<file path="src/rtl/core/tsw_pkg.sv">
// Shared types, register indexes and coordinate wrap function for the
// bilinear texture sampler. No dependencies.
package tsw_pkg;

  localparam int COORD_ONE  = 4096;
  localparam int COORD_HALF = 2048;

  localparam logic OP_WRITE  = 1'b0;
  localparam logic OP_SAMPLE = 1'b1;

  localparam logic [1:0] WRAP_REPEAT = 2'd0;
  localparam logic [1:0] WRAP_MIRROR = 2'd1;
  localparam logic [1:0] WRAP_CLAMP  = 2'd2;

  localparam logic FILTER_NEAREST  = 1'b0;
  localparam logic FILTER_BILINEAR = 1'b1;

  localparam logic [1:0] REG_TEX_WIDTH   = 2'd0;
  localparam logic [1:0] REG_TEX_HEIGHT  = 2'd1;
  localparam logic [1:0] REG_WRAP_MODE   = 2'd2;
  localparam logic [1:0] REG_FILTER_MODE = 2'd3;

  typedef struct packed {
    logic        op;
    logic [15:0] coord_u;
    logic [15:0] coord_v;
    logic [7:0]  texel_col;
    logic [7:0]  texel_row;
    logic [31:0] texel_value;
  } req_t;

  typedef struct packed {
    logic [7:0] red;
    logic [7:0] green;
    logic [7:0] blue;
    logic [7:0] alpha;
  } rsp_t;

  // Wrapped coordinate in [0, 4096]
  function automatic logic [12:0] wrap_coord(input logic [15:0] c, input logic [1:0] mode);
    logic signed [13:0] m;
    logic [12:0]        r;
    m = $signed({1'b0, c[12:0]}) - 14'sd4096;
    case (mode)
      WRAP_REPEAT: begin
        r = {1'b0, c[11:0]};
      end
      WRAP_MIRROR: begin
        r = (m < 0) ? 13'(-m) : 13'(m);
      end
      default: begin
        if (c[15]) begin
          r = '0;
        end else if (c > 16'd4096) begin
          r = 13'd4096;
        end else begin
          r = c[12:0];
        end
      end
    endcase
    return r;
  endfunction

endpackage

</file>
<file path="src/rtl/core/tsw_coord.sv">
// Coordinate stages: wrap (stage A), scale to texel space (stage B).
// Depends on tsw_pkg.
module tsw_coord #(
  parameter int SZW = 9,
  parameter int PW  = 23
) (
  input  logic                  clk,
  input  logic                  rst,
  input  logic                  in_valid,
  output logic                  in_ready,
  input  tsw_pkg::req_t         in_req,
  input  logic [1:0]            wrap_mode,
  input  logic [SZW-1:0]        size_u,
  input  logic [SZW-1:0]        size_v,
  output logic                  out_valid,
  input  logic                  out_ready,
  output logic                  out_op,
  output logic signed [PW-1:0]  out_pu,
  output logic signed [PW-1:0]  out_pv,
  output logic [7:0]            out_col,
  output logic [7:0]            out_row,
  output logic [31:0]           out_value
);
  import tsw_pkg::*;

  logic        a_valid, a_op;
  logic [12:0] a_wu, a_wv;
  logic [7:0]  a_col, a_row;
  logic [31:0] a_value;
  logic        a_en, b_en;
  logic [12+SZW:0] prod_u, prod_v;

  assign b_en     = !out_valid || out_ready;
  assign a_en     = !a_valid || b_en;
  assign in_ready = a_en;

  always_ff @(posedge clk) begin
    if (rst) begin
      a_valid <= 1'b0;
    end else if (a_en) begin
      a_valid <= in_valid;
    end
    if (a_en) begin
      a_op    <= in_req.op;
      a_wu    <= wrap_coord(in_req.coord_u, wrap_mode);
      a_wv    <= wrap_coord(in_req.coord_v, wrap_mode);
      a_col   <= in_req.texel_col;
      a_row   <= in_req.texel_row;
      a_value <= in_req.texel_value;
    end
  end

  assign prod_u = (13 + SZW)'(a_wu) * (13 + SZW)'(size_u);
  assign prod_v = (13 + SZW)'(a_wv) * (13 + SZW)'(size_v);

  always_ff @(posedge clk) begin
    if (rst) begin
      out_valid <= 1'b0;
    end else if (b_en) begin
      out_valid <= a_valid;
    end
    if (b_en) begin
      out_op    <= a_op;
      out_pu    <= $signed(prod_u) - $signed(PW'(COORD_HALF));
      out_pv    <= $signed(prod_v) - $signed(PW'(COORD_HALF));
      out_col   <= a_col;
      out_row   <= a_row;
      out_value <= a_value;
    end
  end

endmodule

</file>
<file path="config.mk">
export PLATFORM = sky130hd
export DESIGN_NAME = tsw_coord
export DESIGN_NICKNAME = d
export VERILOG_FILES = /design/src/rtl/core/tsw_pkg.sv /design/src/rtl/core/tsw_coord.sv
export SDC_FILE = /design/constraint.sdc
export NUM_CORES = 1
export LEC_CHECK = 0
export ABC_AREA = 1
export ABC_CLOCK_PERIOD_IN_PS = 6990
export BUFFER_PORTS_ARGS = -buffer_cell sky130_fd_sc_hd__buf_2
export CORE_UTILIZATION = 33
export DETAILED_ROUTE_END_ITERATION = 10
export HOLD_SLACK_MARGIN = 0.05
export PLACE_DENSITY = 0.48
export RECOVER_POWER = 25
export SLEW_MARGIN = 10
export SYNTH_ARGS = -nofsm -noshare
export SYNTH_HDL_FRONTEND = slang
export SYNTH_SLANG_ARGS = --single-unit
</file>
<file path="constraint.sdc">
create_clock -name clk -period 6.99 [get_ports clk]
set_input_delay 1.398 -clock clk [delete_from_list [all_inputs] [get_ports clk]]
set_output_delay 1.398 -clock clk [all_outputs]
set_load 0.03 [all_outputs]
</file>
Yosys cells after proc, flatten, opt, wreduce, memory -nomap -nowiden
Index checks and enable logic that the tools add are counted.
{ "classes": {"n_lt_le_gt_ge": 4, "n_reduce_logical": 5, "mux": 8, "n_mul": 2, "n_addsub": 6, "eq_ne": 1} }
{ "op_table": {"columns": ["op", "count"], "rows": [
  ["$mux W13", 6],
  ["$pmux W13 S2", 2],
  ["$sub A22 B13 Y23 const B", 2],
  ["$mul A13 B9 Y22", 2],
  ["$gt A16 B13 Y1 const B", 2],
  ["$lt A14 B1 Y1 const B", 2],
  ["$sub A13 B13 Y14 const B", 2],
  ["$neg A13 Y13", 2],
  ["$eq A2 B1 Y1 const B", 1],
  ["$logic_not A1 Y1", 2],
  ["$logic_not A2 Y1", 1],
  ["$logic_or A1 B1 Y1", 2]
]} }
{ "word_totals": {"inputBits": 105, "reg_bits": 172} }

Longest topological paths before layout
{ "depth": {"word_depth": 4, "mapped_depth": 27, "ltp_nobuf": 26} }

Worst setup path before layout
No wires, ideal clock.
{ "synth_timing": {"path_type": "input port to flip-flop", "from": "in size_v[2]", "to": "reg out_pv[21], data pin", "stages": 23, "required_time_ps": 6737, "setup_slack_ps": 1349, "setup_time_ps": 253, "arrival_ps": 5388, "cell_sequence": "clkbuf_1 -> nand2_1 -> fa_1 -> inv_1 -> fa_1 -> fa_1 -> inv_1 -> fa_1 -> inv_1 -> ha_1 -> nand2_2 -> inv_1 -> a21oi_1 -> nand2_1 -> nand2_1 -> nand2_1 -> inv_1 -> ha_1 -> nand3_1 -> nor2_2 -> nand3_1 -> nand2_1 -> nand2_1"} }
{ "synth_via": {"elab_chain_cells": 2} }
{ "synth_rtl": {"columns": ["element", "line", "rtl"], "rows": [
  ["start, declared", "tsw_coord.sv:14", "input logic [SZW-1:0] size_v,"],
  ["$mul A13 B9 Y22", "tsw_coord.sv:54", "assign prod_v = (13 + SZW)'(a_wv) * (13 + SZW)'(size_v);"],
  ["$sub A22 B13 Y23", "tsw_coord.sv:65", "out_pv <= $signed(prod_v) - $signed(PW'(COORD_HALF));"],
  ["end signal, assigned", "tsw_coord.sv:65", null],
  ["end, declared", "tsw_coord.sv:19", "output logic signed [PW-1:0] out_pv,"]
]} }
No other way between the ends.
A chain may end at the register's enable or synchronous reset.

Worst setup path after layout
{ "layout_timing": {"from": "in size_v[0]", "to": "reg out_pv[21], data pin"} }
The elaborated chain is that of the path after synthesis.

==> key figures <==
Clock network
  – Clock latency on the worst-skew pair: approximately 0.47 ns
  – Clk pin slew, worst setup/hold paths: ~0.070 ns
  – Num CTS Buffers: 17
  – Clock root buffer: clkbuf_16
  – CTS tree: yes
  – Clk sink count: 172
  – H-tree depth: 4
  – Post-CTS Setup Inserts: 0
  – Clock Tree Buf Depth: 2
  – Post-CTS Resized: 0
  – CTS Hold Bufs: 0

Timing
  – Slew Limit Fails: 43
  – Worst slew margin: -22.4%
  – Hold Violations, Final: 0
  – Setup violators final: 0
  – Slew @ Worst Pin: ~1.8 ns
  – Final hold slack: 0.413 ns
  – Achievable Freq: about 0.17 GHz
  – Setup tns final: 0 ns
  – RSZ-0062 raised after global routing: no
  – Crit path time final: roughly 5.8 ns
  – Final period util: slightly above 80%
  – Clock Skews: ~0.0099 ns

Yosys
  – Cell Area, Synth: ~15000 um2
  – Syn_nets: between 2000 and 2500
  – Netlist cell types: 34
  – Sequential cell area fraction in the yosys report: about a third
  – Synth Warn #: 0
  – Mapped Cells: about 1700
  – Mean Syn Cell Area: between 8 and 9 um2
  – FF+latch count, synth: 172

Critical path
  – Max FO, Critical Path: 13
  – Slowest cell on crit path: fa_1
  – Cell mode on critical path: nand2_1
  – Max incr delay on CP: ~0.56 ns
  – Reg2reg path depth: 22
  – Critical Path, Cell by Cell: clkbuf_1, nand2_1, fa_1, inv_1, fa_1, inv_1, fa_1, fa_1, inv_1, ha_1, nand2_1, nor2_1, nand2_1, nand3_1, nand2_1, inv_1, ha_1, nand3_1, nor2_2, nand3_1, nand2_1, nand2_1
  – Critical path type: in -> reg
  – Data arrival, critical path: ~6.0 ns
  – Worst EP required: ~7.2 ns
  – CP endpoint kind: register
  – Startpoint Class: primary input

Finish
  – Layout Nets: about 2200
  – Syn-to-layout area delta: 14.8%
  – Diode count: 0
  – Layout cells sized above 1: ~15%
  – Most frequent cells in the layout: 480 x nand2_1, 466 x inv_1, 199 x buf_2
  – Most common cell after layout, fill and taps aside: nand2_1
  – Layout fillers: 4664

Power and ir drop
  – Net Sw Frac: a little under half
  – Gate power share: around 59%
  – LEAKAGE: 9.46 nW
  – Clock group share of total power: 16.1%
  – Share of total power in sequential cells: between 20 and 30%
  – Psw: roughly 2.9 mW
  – Power per cell area: between 300 and 400 nW/um2
  – Internal Power: between 3 and 4 mW
  – VDD IR-drop max: 0.000247 V

Drt
  – Via count: 10800
  – Drt total wl: roughly 34000 um
  – Vias per cell: about 4.4
  – First DRT Iteration DRCs: ~420
  – Antenna viol nets, final: 0
  – Routed len/inst: between 10 and 15 um
  – Drc violations: 0
  – Drt pass-1 iters: 5

Status
  – Failing checks: max-capacitance violations, max-slew violations
  – Outcome: finished with violations

Placement
  – Final GP Congestion: 0.857
  – IO Port Bufs: approximately 200
  – DP HPWL: ~28000 um

Hold path
  – Hold Path Class: reg -> reg
  – Hold path cells: 0

Global routing
  – GRT Total Usage: around 16%
  – Vias in the first global route: 11200
  – Global-route wire length before repair: 56500 um
  – Initial antenna violation count: 0
  – Largest net degree at the start of global routing: 56
  – Grt ovf: 0

Floorplan
  – Initial core utilization: about a third
  – Die height: roughly 210 um
  – Cell row count: 77
  – Die area: approximately 46000 um2
  – Total core area: around 44000 um2
  – Die Wd: approximately 210 um
  – I/O Pins: slightly above 200

Job
  – Max Cap Viol: 1
-- Yosys cell counts --
library cell	number	share of area, %
nand2_1	480	12
inv_1	466	12
edfxtp_1	170	35
fa_1	156	21
ha_1	88	7.5
nand3_1	64	2.2
nor2_1	42	1.1
clkbuf_1	41	1.0
a21oi_1	40	1.4
o21ai_0	21	0.71
nand2_2	19	0.81
xor2_1	17	1.0
inv_2	15	0.38
nor2_2	14	0.59
nand4_1	12	0.51
nor3_1	12	0.41
xnor2_1	6	0.36
and2_1	4	0.17
nand3b_1	4	0.20
nor2_4	4	0.31
nor3_2	4	0.27
o31ai_1	4	0.20
buf_1	3	0.076
nand3_2	3	0.20
buf_2	2	0.068
dfxtp_1	2	0.27
o211ai_1	2	0.10
o21ai_1	2	0.068
a32o_1	1	0.068
buf_4	1	0.051
nand2_4	1	0.076
o21ai_2	1	0.059
o32ai_1	1	0.059
or2_0	1	0.042
-- worst max-delay path: cells and delay by family --
kind | cells | cell delay (ns)
simple gates | 11 | 1.22
buf+inv | 5 | 0.74
fa+ha+maj | 6 | 2.65
-- routing by layer --
metal / GRT usage, % / part of all wire [%]
met1: 20.0 / 45
met2: 27.5 / 48
met3: 3.57 / 5.0
met4: 5.62 / 2.0
met5: 0 / 0
-- power groups by stage --
stage	Sequential [mW]	Combinational (mW)	Clock, mW
6_report	1.50	3.51	0.965
5_1_grt	1.52	4.06	1.04
4_1_cts	1.51	3.58	1.01
3_5_place_dp	1.53	3.55	0
3_3_place_gp	1.53	3.54	0
2_1_floorplan	1.77	2.47	0
-- sequential cells by signal (all words and copies together), names as in the netlist --
signal,flops
a_op,1
out_value,32
a_wu,13
a_wv,13
out_pu,23
a_row,8
a_valid,1
out_valid,1
out_col,8
out_pv,23
out_row,8
a_col,8
a_value,32
out_op,1
-- area by class of cell --
cell class	count	area (um2)	share of cell area, %
multi-input cells	1003	7630	45.1
well taps	592	741	4.37
repair buffers	203	1020	6.01
flip-flops and latches	172	5140	30.4
inverters	481	1810	10.7
clock buffers	17	425	2.51
clock inverters	15	171	1.01
-- through the flow --
stage | instance area (um2) | power (mW) | utilization, % | instances | setup slack, ns
final | 16900 | 5.98 | 38.4 | 2483 | 1.19
after global routing | 16900 | 6.63 | 38.4 | 2483 | 0.806
after CTS | 17000 | 6.09 | 38.4 | 2483 | 1.47
after detailed placement | 16400 | 5.08 | 37.1 | 2451 | 0.962
after global placement | 16400 | 5.07 | 37.1 | 2451 | 0.994
after floorplan | 14800 | 4.24 | - | 1703 | 1.35
-- cells by family (layout without fill, tap and decap cells) --
group,after synthesis,in the layout,share of synthesized area (%)
AOI/OAI and AO/OA,72,72,2.63
buffers and inverters,528,716,13.5
and+or+nand+nor,664,664,19.0
adders and majority gates,244,244,28.6
xor gates and xnor gates,23,23,1.37
DFF,172,172,34.9
-- worst paths after layout --
path	endpoint	slack, ns	start
setup / recovery	out_pv[21]	1.19	size_v[0]
hold / removal	out_value[4]	0.41	a_value[4]
setup reg to reg	out_pv[21]	2.04	a_wv[8]
hold reg to reg	out_value[4]	0.41	a_value[4]
No activity file was read; power rests on OpenSTA's default activity.
