[config.mk]
export PLATFORM = sky130hd
export DESIGN_NAME = tsw_blend
export DESIGN_NICKNAME = d
export VERILOG_FILES = /design/src/rtl/core/tsw_pkg.sv /design/src/rtl/core/tsw_blend.sv
export SDC_FILE = /design/constraint.sdc
export NUM_CORES = 2
export LEC_CHECK = 0
export BUFFER_PORTS_ARGS = -buffer_cell sky130_fd_sc_hd__buf_2
export CORE_MARGIN = 5
export CORE_UTILIZATION = 45
export CTS_BUF_LIST = sky130_fd_sc_hd__clkbuf_8 sky130_fd_sc_hd__clkbuf_16
export CTS_CLUSTER_SIZE = 25
export DETAILED_ROUTE_END_ITERATION = 10
export PLACE_DENSITY = 0.57
export SKIP_CTS_REPAIR_TIMING = 1
export SYNTH_ARGS = -nofsm -noshare
export SYNTH_HDL_FRONTEND = slang
export SYNTH_SLANG_ARGS = --single-unit
[constraint.sdc]
create_clock -name clk -period 21.6 [get_ports clk]
set_clock_uncertainty 0.1 [all_clocks]
set_input_delay 1.08 -clock clk [delete_from_list [all_inputs] [get_ports clk]]
set_output_delay 1.08 -clock clk [all_outputs]
set_load 0.05 [all_outputs]
[src/rtl/core/tsw_pkg.sv]
// Shared types, register indexes and coordinate wrap function for the
// bilinear texture sampler. No dependencies.
package tsw_pkg;

  localparam int COORD_ONE  = 4096;
  localparam int COORD_HALF = 2048;

  localparam logic OP_WRITE  = 1'b0;
  localparam logic OP_SAMPLE = 1'b1;

  localparam logic [1:0] WRAP_REPEAT = 2'd0;
  localparam logic [1:0] WRAP_MIRROR = 2'd1;
  localparam logic [1:0] WRAP_CLAMP  = 2'd2;

  localparam logic FILTER_NEAREST  = 1'b0;
  localparam logic FILTER_BILINEAR = 1'b1;

  localparam logic [1:0] REG_TEX_WIDTH   = 2'd0;
  localparam logic [1:0] REG_TEX_HEIGHT  = 2'd1;
  localparam logic [1:0] REG_WRAP_MODE   = 2'd2;
  localparam logic [1:0] REG_FILTER_MODE = 2'd3;

  typedef struct packed {
    logic        op;
    logic [15:0] coord_u;
    logic [15:0] coord_v;
    logic [7:0]  texel_col;
    logic [7:0]  texel_row;
    logic [31:0] texel_value;
  } req_t;

  typedef struct packed {
    logic [7:0] red;
    logic [7:0] green;
    logic [7:0] blue;
    logic [7:0] alpha;
  } rsp_t;

  // Wrapped coordinate in [0, 4096]
  function automatic logic [12:0] wrap_coord(input logic [15:0] c, input logic [1:0] mode);
    logic signed [13:0] m;
    logic [12:0]        r;
    m = $signed({1'b0, c[12:0]}) - 14'sd4096;
    case (mode)
      WRAP_REPEAT: begin
        r = {1'b0, c[11:0]};
      end
      WRAP_MIRROR: begin
        r = (m < 0) ? 13'(-m) : 13'(m);
      end
      default: begin
        if (c[15]) begin
          r = '0;
        end else if (c > 16'd4096) begin
          r = 13'd4096;
        end else begin
          r = c[12:0];
        end
      end
    endcase
    return r;
  endfunction

endpackage

[src/rtl/core/tsw_blend.sv]
// Horizontal blend (stage E), vertical blend and rounding into the result
// register (stage F). Depends on tsw_pkg.
module tsw_blend #(
  parameter int WEIGHT_BITS = 8
) (
  input  logic                   clk,
  input  logic                   rst,
  input  logic                   in_valid,
  output logic                   in_ready,
  input  logic [3:0][31:0]       in_quad,
  input  logic [WEIGHT_BITS-1:0] in_fx,
  input  logic [WEIGHT_BITS-1:0] in_fy,
  output logic                   out_valid,
  input  logic                   out_ready,
  output tsw_pkg::rsp_t          out_rsp
);
  import tsw_pkg::*;

  localparam int WB = WEIGHT_BITS;
  localparam int HW = 8 + WB + 1;
  localparam int SUMW = 9 + 2 * WB + 1;

  logic          e_valid, e_en, f_en;
  logic [WB:0]   nfx, nfy;
  logic [HW-1:0] e_top [4];
  logic [HW-1:0] e_bot [4];
  logic [WB-1:0] e_fy;
  logic [SUMW-1:0] sum [4];
  logic [7:0]    chan [4];

  assign f_en     = !out_valid || out_ready;
  assign e_en     = !e_valid || f_en;
  assign in_ready = e_en;
  assign nfx      = (WB + 1)'(1 << WB) - {1'b0, in_fx};
  assign nfy      = (WB + 1)'(1 << WB) - {1'b0, e_fy};

  always_ff @(posedge clk) begin
    if (rst) begin
      e_valid <= 1'b0;
    end else if (e_en) begin
      e_valid <= in_valid;
    end
    if (e_en) begin
      e_fy <= in_fy;
      for (int c = 0; c < 4; c++) begin
        e_top[c] <= HW'(in_quad[0][8*c +: 8]) * HW'(nfx)
                  + HW'(in_quad[1][8*c +: 8]) * HW'(in_fx);
        e_bot[c] <= HW'(in_quad[2][8*c +: 8]) * HW'(nfx)
                  + HW'(in_quad[3][8*c +: 8]) * HW'(in_fx);
      end
    end
  end

  always_comb begin
    for (int c = 0; c < 4; c++) begin
      sum[c]  = SUMW'(e_top[c]) * SUMW'(nfy) + SUMW'(e_bot[c]) * SUMW'(e_fy)
              + SUMW'(1 << (2 * WB - 1));
      chan[c] = sum[c][2 * WB +: 8];
    end
  end

  always_ff @(posedge clk) begin
    if (rst) begin
      out_valid <= 1'b0;
    end else if (f_en) begin
      out_valid <= e_valid;
    end
    if (f_en) begin
      out_rsp.red   <= chan[0];
      out_rsp.green <= chan[1];
      out_rsp.blue  <= chan[2];
      out_rsp.alpha <= chan[3];
    end
  end

endmodule

### Word level (Yosys, flattened, before mapping)

Memory sizes are Yosys's and may differ from the RTL's.
Index checks and enable logic that the tools add are counted.

| storage, ports and cells | value |
|---|---|
| output and inout port bits | 34 |
| bits of input ports | 148 |
| register bits after elaboration | 42 |
| logic and storage cells | 57 |
| memories | 2 |
| bits in writable memories | 136 |

Memory list:

| name | words | width | rd ports | clocked after memory_dff | wr ports | line | RTL |
|---|---|---|---|---|---|---|---|
| e_bot | 4 | 17 | 4 | 0 | 4 | tsw_blend.sv:26 | `logic [HW-1:0] e_bot [4];` |
| e_top | 4 | 17 | 4 | 0 | 4 | tsw_blend.sv:25 | `logic [HW-1:0] e_top [4];` |

| cells by class | value |
|---|---|
| reductions and logical operators | 4 |
| add/subtract/negate cells | 18 |
| muxes and demuxes | 2 |
| $mul | 24 |

Operators with widths:

| cell | count |
|---|---|
| adder 17 x 16 -> 17 bit | 8 |
| multiplier 8 x 9 -> 17 bit | 8 |
| multiplier 8 x 8 -> 16 bit | 8 |
| adder 24 x 16 -> 24 bit (second input constant) | 4 |
| adder 24 bit | 4 |
| multiplier 17 x 8 -> 24 bit | 4 |
| multiplier 17 x 9 -> 24 bit | 4 |
| subtractor 9 x 8 -> 9 bit (first input constant) | 2 |
| logical NOT 1 bit | 2 |
| logical OR 1 bit | 2 |
| 2-to-1 mux 1 bit | 2 |

### Longest topological paths before layout

| logic depth | value |
|---|---|
| word-level depth | 5 |
| depth in mapped cells | 30 |
| depth with buffers taken out | 25 |

### Worst setup path after synthesis

OpenSTA, ideal clock, no wires.

| timing | value |
|---|---|
| kind | input to register |
| start point | in in_fx[0] |
| end point | mem e_top[1][16] in the netlist's numbering (data pin) |
| path buffers | 1 |
| setup time | 0.260 ns |
| cell stages on the path | 23 |
| data arrival time | 7.088 ns |
| slack | 14.152 ns |
| cells stage by stage | inv_1 ha_1 nand2_1 or3_1 xor2_1 clkbuf_1 nand2_1 fa_1 fa_1 inv_1 fa_1 fa_1 inv_1 fa_1 inv_1 fa_1 ha_1 a21o_1 a31o_1 a311o_1 a31o_1 a21o_1 xnor2_1 |

RTL lines:

| element | line | RTL |
|---|---|---|
| start, declared | tsw_blend.sv:11 | `input logic [WEIGHT_BITS-1:0] in_fx,` |
| end, declared | tsw_blend.sv:25 |  |

==> reports/summary.log <==
qor: timing.rsz0062_at_grt false
qor: critical_path.cp-end-kind flop
qor: yosys.synth-xor-area-share 2.349%
qor: route.ant_nets 0
qor: place.place_congestion 0.8509
qor: timing.period_minus_slack 8.670 ns
qor: timing.tns 0 ns
qor: yosys.synth_flop_cell edfxtp_1
qor: yosys.synth_enable_flop_cells 176
qor: status.run_status finished clean
qor: timing.finalSetupViolations 0
qor: yosys.synthArstFlopShare 0%
qor: yosys.synthesis.area 0.07831 mm²
qor: layout.fill_cells 16930
qor: hold_path.whs_endpoint out_valid
qor: critical_path.timing.critical_path.from_type input port
qor: route.drt-vias-per-instance 4.932
qor: die.die_width 427.2 µm
qor: hold_path.min-delay-path-class flop to flop
qor: yosys.synth_fa_ha_area_share 58.56%
qor: critical_path.worst-endpoint-required 21.78 ns
qor: clocking.clk_latency 0.55 ns
qor: run.number_of_maximum_capacitance_constraint_violations 0
qor: global_routing.first_pass_grt_wire_length 326.6 mm
qor: yosys.post_synth_and_or_nand_nor_area_fraction 16.68%
qor: route.detail_route.iter0.violations 2797
qor: route.post-route-drc-count 0
qor: critical_path.worst-path-max-fanout 46
qor: timing.final.period_utilization 40.14%
qor: route.vias 53400
qor: yosys.netlist_instances 8502
qor: timing.timing.slew.headroom 18.89%
qor: layout.layout_area_overhead 5.065%
qor: yosys.synth_top_family_by_area adder cells
qor: hold_path.hold-path-cell-count 2
qor: yosys.synthesis.area_per_instance 9.211 µm²
qor: global_routing.global_route.usage.total 22.81%
qor: timing.timing.final.max_slew_violations 0
qor: critical_path.ff2ff_setup_slack 12.96 ns
qor: die.chipHeight 427.2 µm
qor: yosys.synth_cell_type_count 54
qor: yosys.yosys-mux-area-fraction 0%
qor: timing.worst-slew-pin-transition 1.215 ns
qor: layout.final_cell_mix 2498 x inv_1, 1752 x fa_1, 1441 x and2_1
qor: layout.final_layout_size_suffix_gt1_share 3.475%
qor: route.detailedRoute.firstPassIterationCount 5
qor: yosys.synth.net_count 11260
qor: clocking.cts-htree-levels 4
qor: global_routing.grt_max_degree 75
qor: route.avgRoutedWirePerCell 18.23 µm
qor: timing.max_clock_freq 115.3 MHz
qor: die.die_ar 0.1825 mm²
qor: clocking.cts.path.max_buffers 2
qor: clocking.worst_setup_hold_path_clk_slew 0.10 ns
qor: layout.nets 11240
qor: clocking.numClockSinks 178
qor: layout.most_common_cell_after_layout_fill_and_taps_aside inv_1
qor: global_routing.number_of_global_route_vias_before_repair 58780
qor: place.portBuffers 181
qor: die.fp-row-count 153
qor: yosys.yosysWarningCount 0
qor: critical_path.r2r_end out_rsp[4]
qor: global_routing.antenna_found_initial 37
qor: place.place_hpwl 158.9 mm
qor: clocking.cts_tree yes
qor: yosys.synth-seq-area-share 6.800%
qor: die.ioPinCount 182
qor: global_routing.globalRoute.totalOverflow 0
qor: timing.timing.final.hold_violations 0
qor: critical_path.cp_data_arrival_time 8.85 ns
qor: hold_path.timing.hold.worst.start e_valid
qor: critical_path.worstRegToRegCells 26
qor: clocking.cts-buffers-inserted 17
qor: yosys.ys_seq_elements 178
qor: die.placeable_core_region 0.1734 mm²
qor: route.finalWirelength 197.4 mm
qor: critical_path.critPathKind input port to flop
qor: critical_path.crit-reg2reg-launch e_fy[4]
qor: yosys.synth-compound-area-share 2.315%
qor: clocking.clock-root-buffer clkbuf_16
qor: die.initial_cell_density_of_the_core 45.15%
## synthesized netlist by cell type, drive strengths merged, types with 12 or more instances
library cell / n / area (µm²)
inv: 2499 / 9380
fa: 1752 / 35070
and2: 1441 / 9015
ha: 862 / 10790
nand2: 845 / 3172
clkbuf: 237 / 889.6
edfxtp: 176 / 5285
xnor2: 161 / 1410
a21oi: 96 / 484.2
xor2: 49 / 429.2
nor2: 42 / 157.7
buf: 37 / 142.6
a21o: 33 / 247.7
nor3: 29 / 161.4
a211oi: 28 / 210.2
nand3: 26 / 130.1
o21ai: 26 / 130.1
o21bai: 24 / 180.2
or3: 19 / 118.9
and3: 18 / 112.6
o31ai: 13 / 97.59
a31oi: 12 / 75.07
## routing by layer
metal	share of wire, %	track usage [%]	vias up
li1	-	-	24340
met1	46	32.56	27920
met2	48	38.23	990
met3	4.0	2.056	158
met4	1.8	4.617	2
met5	0.0066	0	-
## through the flow
| stage | worst slack [ns] | instance area, µm² | cells | hold WS [ns] | utilization (%) |
|---|---|---|---|---|---|
| finish | 12.93 | 82280 | 10830 | 0.4459 | 47.44 |
| global route | 12.34 | 82270 | 10820 | 0.4773 | 47.43 |
| CTS | 12.81 | 82250 | 10810 | 0.4528 | 47.42 |
| detailed placement | 12.44 | 81620 | 10780 | 0.4375 | 47.06 |
| global placement | 12.55 | 81620 | 10780 | 0.4143 | 47.06 |
| floorplan | 14.15 | 78310 | 8502 | 0.3631 | - |
## flip-flops by register name, indices dropped and copies added, names as in the netlist
| register | cells |
|---|---|
| e_bot | 68 |
| e_top | 68 |
| out_rsp | 32 |
| e_fy | 8 |
| e_valid | 1 |
| out_valid | 1 |
## critical path, stage by stage
cell and delay [ns]:
buf_2 0.48, buf_4 0.64, or3_1 0.35, xor2_4 0.59, buf_4 0.69, nand2_1 0.19, fa_1 0.58, inv_1 0.06
fa_1 0.51, fa_1 0.51, inv_1 0.05, fa_1 0.55, fa_1 0.43, fa_1 0.49, inv_1 0.04, ha_1 0.34
a21o_1 0.20, a31oi_1 0.27, o211ai_1 0.16, a41o_1 0.25, a21oi_1 0.17, xnor2_1 0.10
## area by class of cell
cell class / count / area [µm²] / share of cell area [%]
tap: 2325 / 2909 / 3.536
timing repair buffer: 229 / 1269 / 1.542
sequential: 178 / 5325 / 6.472
clock inverter: 15 / 195.2 / 0.2372
multi-input combinational: 5551 / 62740 / 76.25
antenna: 14 / 35.03 / 0.04258
inverter: 2499 / 9380 / 11.40
clock buffer: 17 / 425.4 / 0.5170
## kinds of logic after synthesis
| kind of cell | after synthesis |
|---|---|
| buf+inv | 2773 |
| fa+ha+maj | 2614 |
| simple gates | 2449 |
| compound gates | 278 |
| xor+xnor | 210 |
| flops | 178 |
## worst max-delay path by stage
stage          cells after the start           end      from
2_1_floorplan                     23  e_top[1][16]  in_fx[0]
3_3_place_gp                      22  e_bot[2][16]  in_fx[4]
3_5_place_dp                      22  e_top[0][15]  in_fx[4]
4_1_cts                           25   out_rsp[31]   e_fy[0]
5_1_grt                           25   out_rsp[31]   e_fy[0]
6_report                          22  e_top[0][15]  in_fx[4]
Power is not shown: default switching activity piles up to over one toggle a cycle in this logic, so the estimate is an artifact.
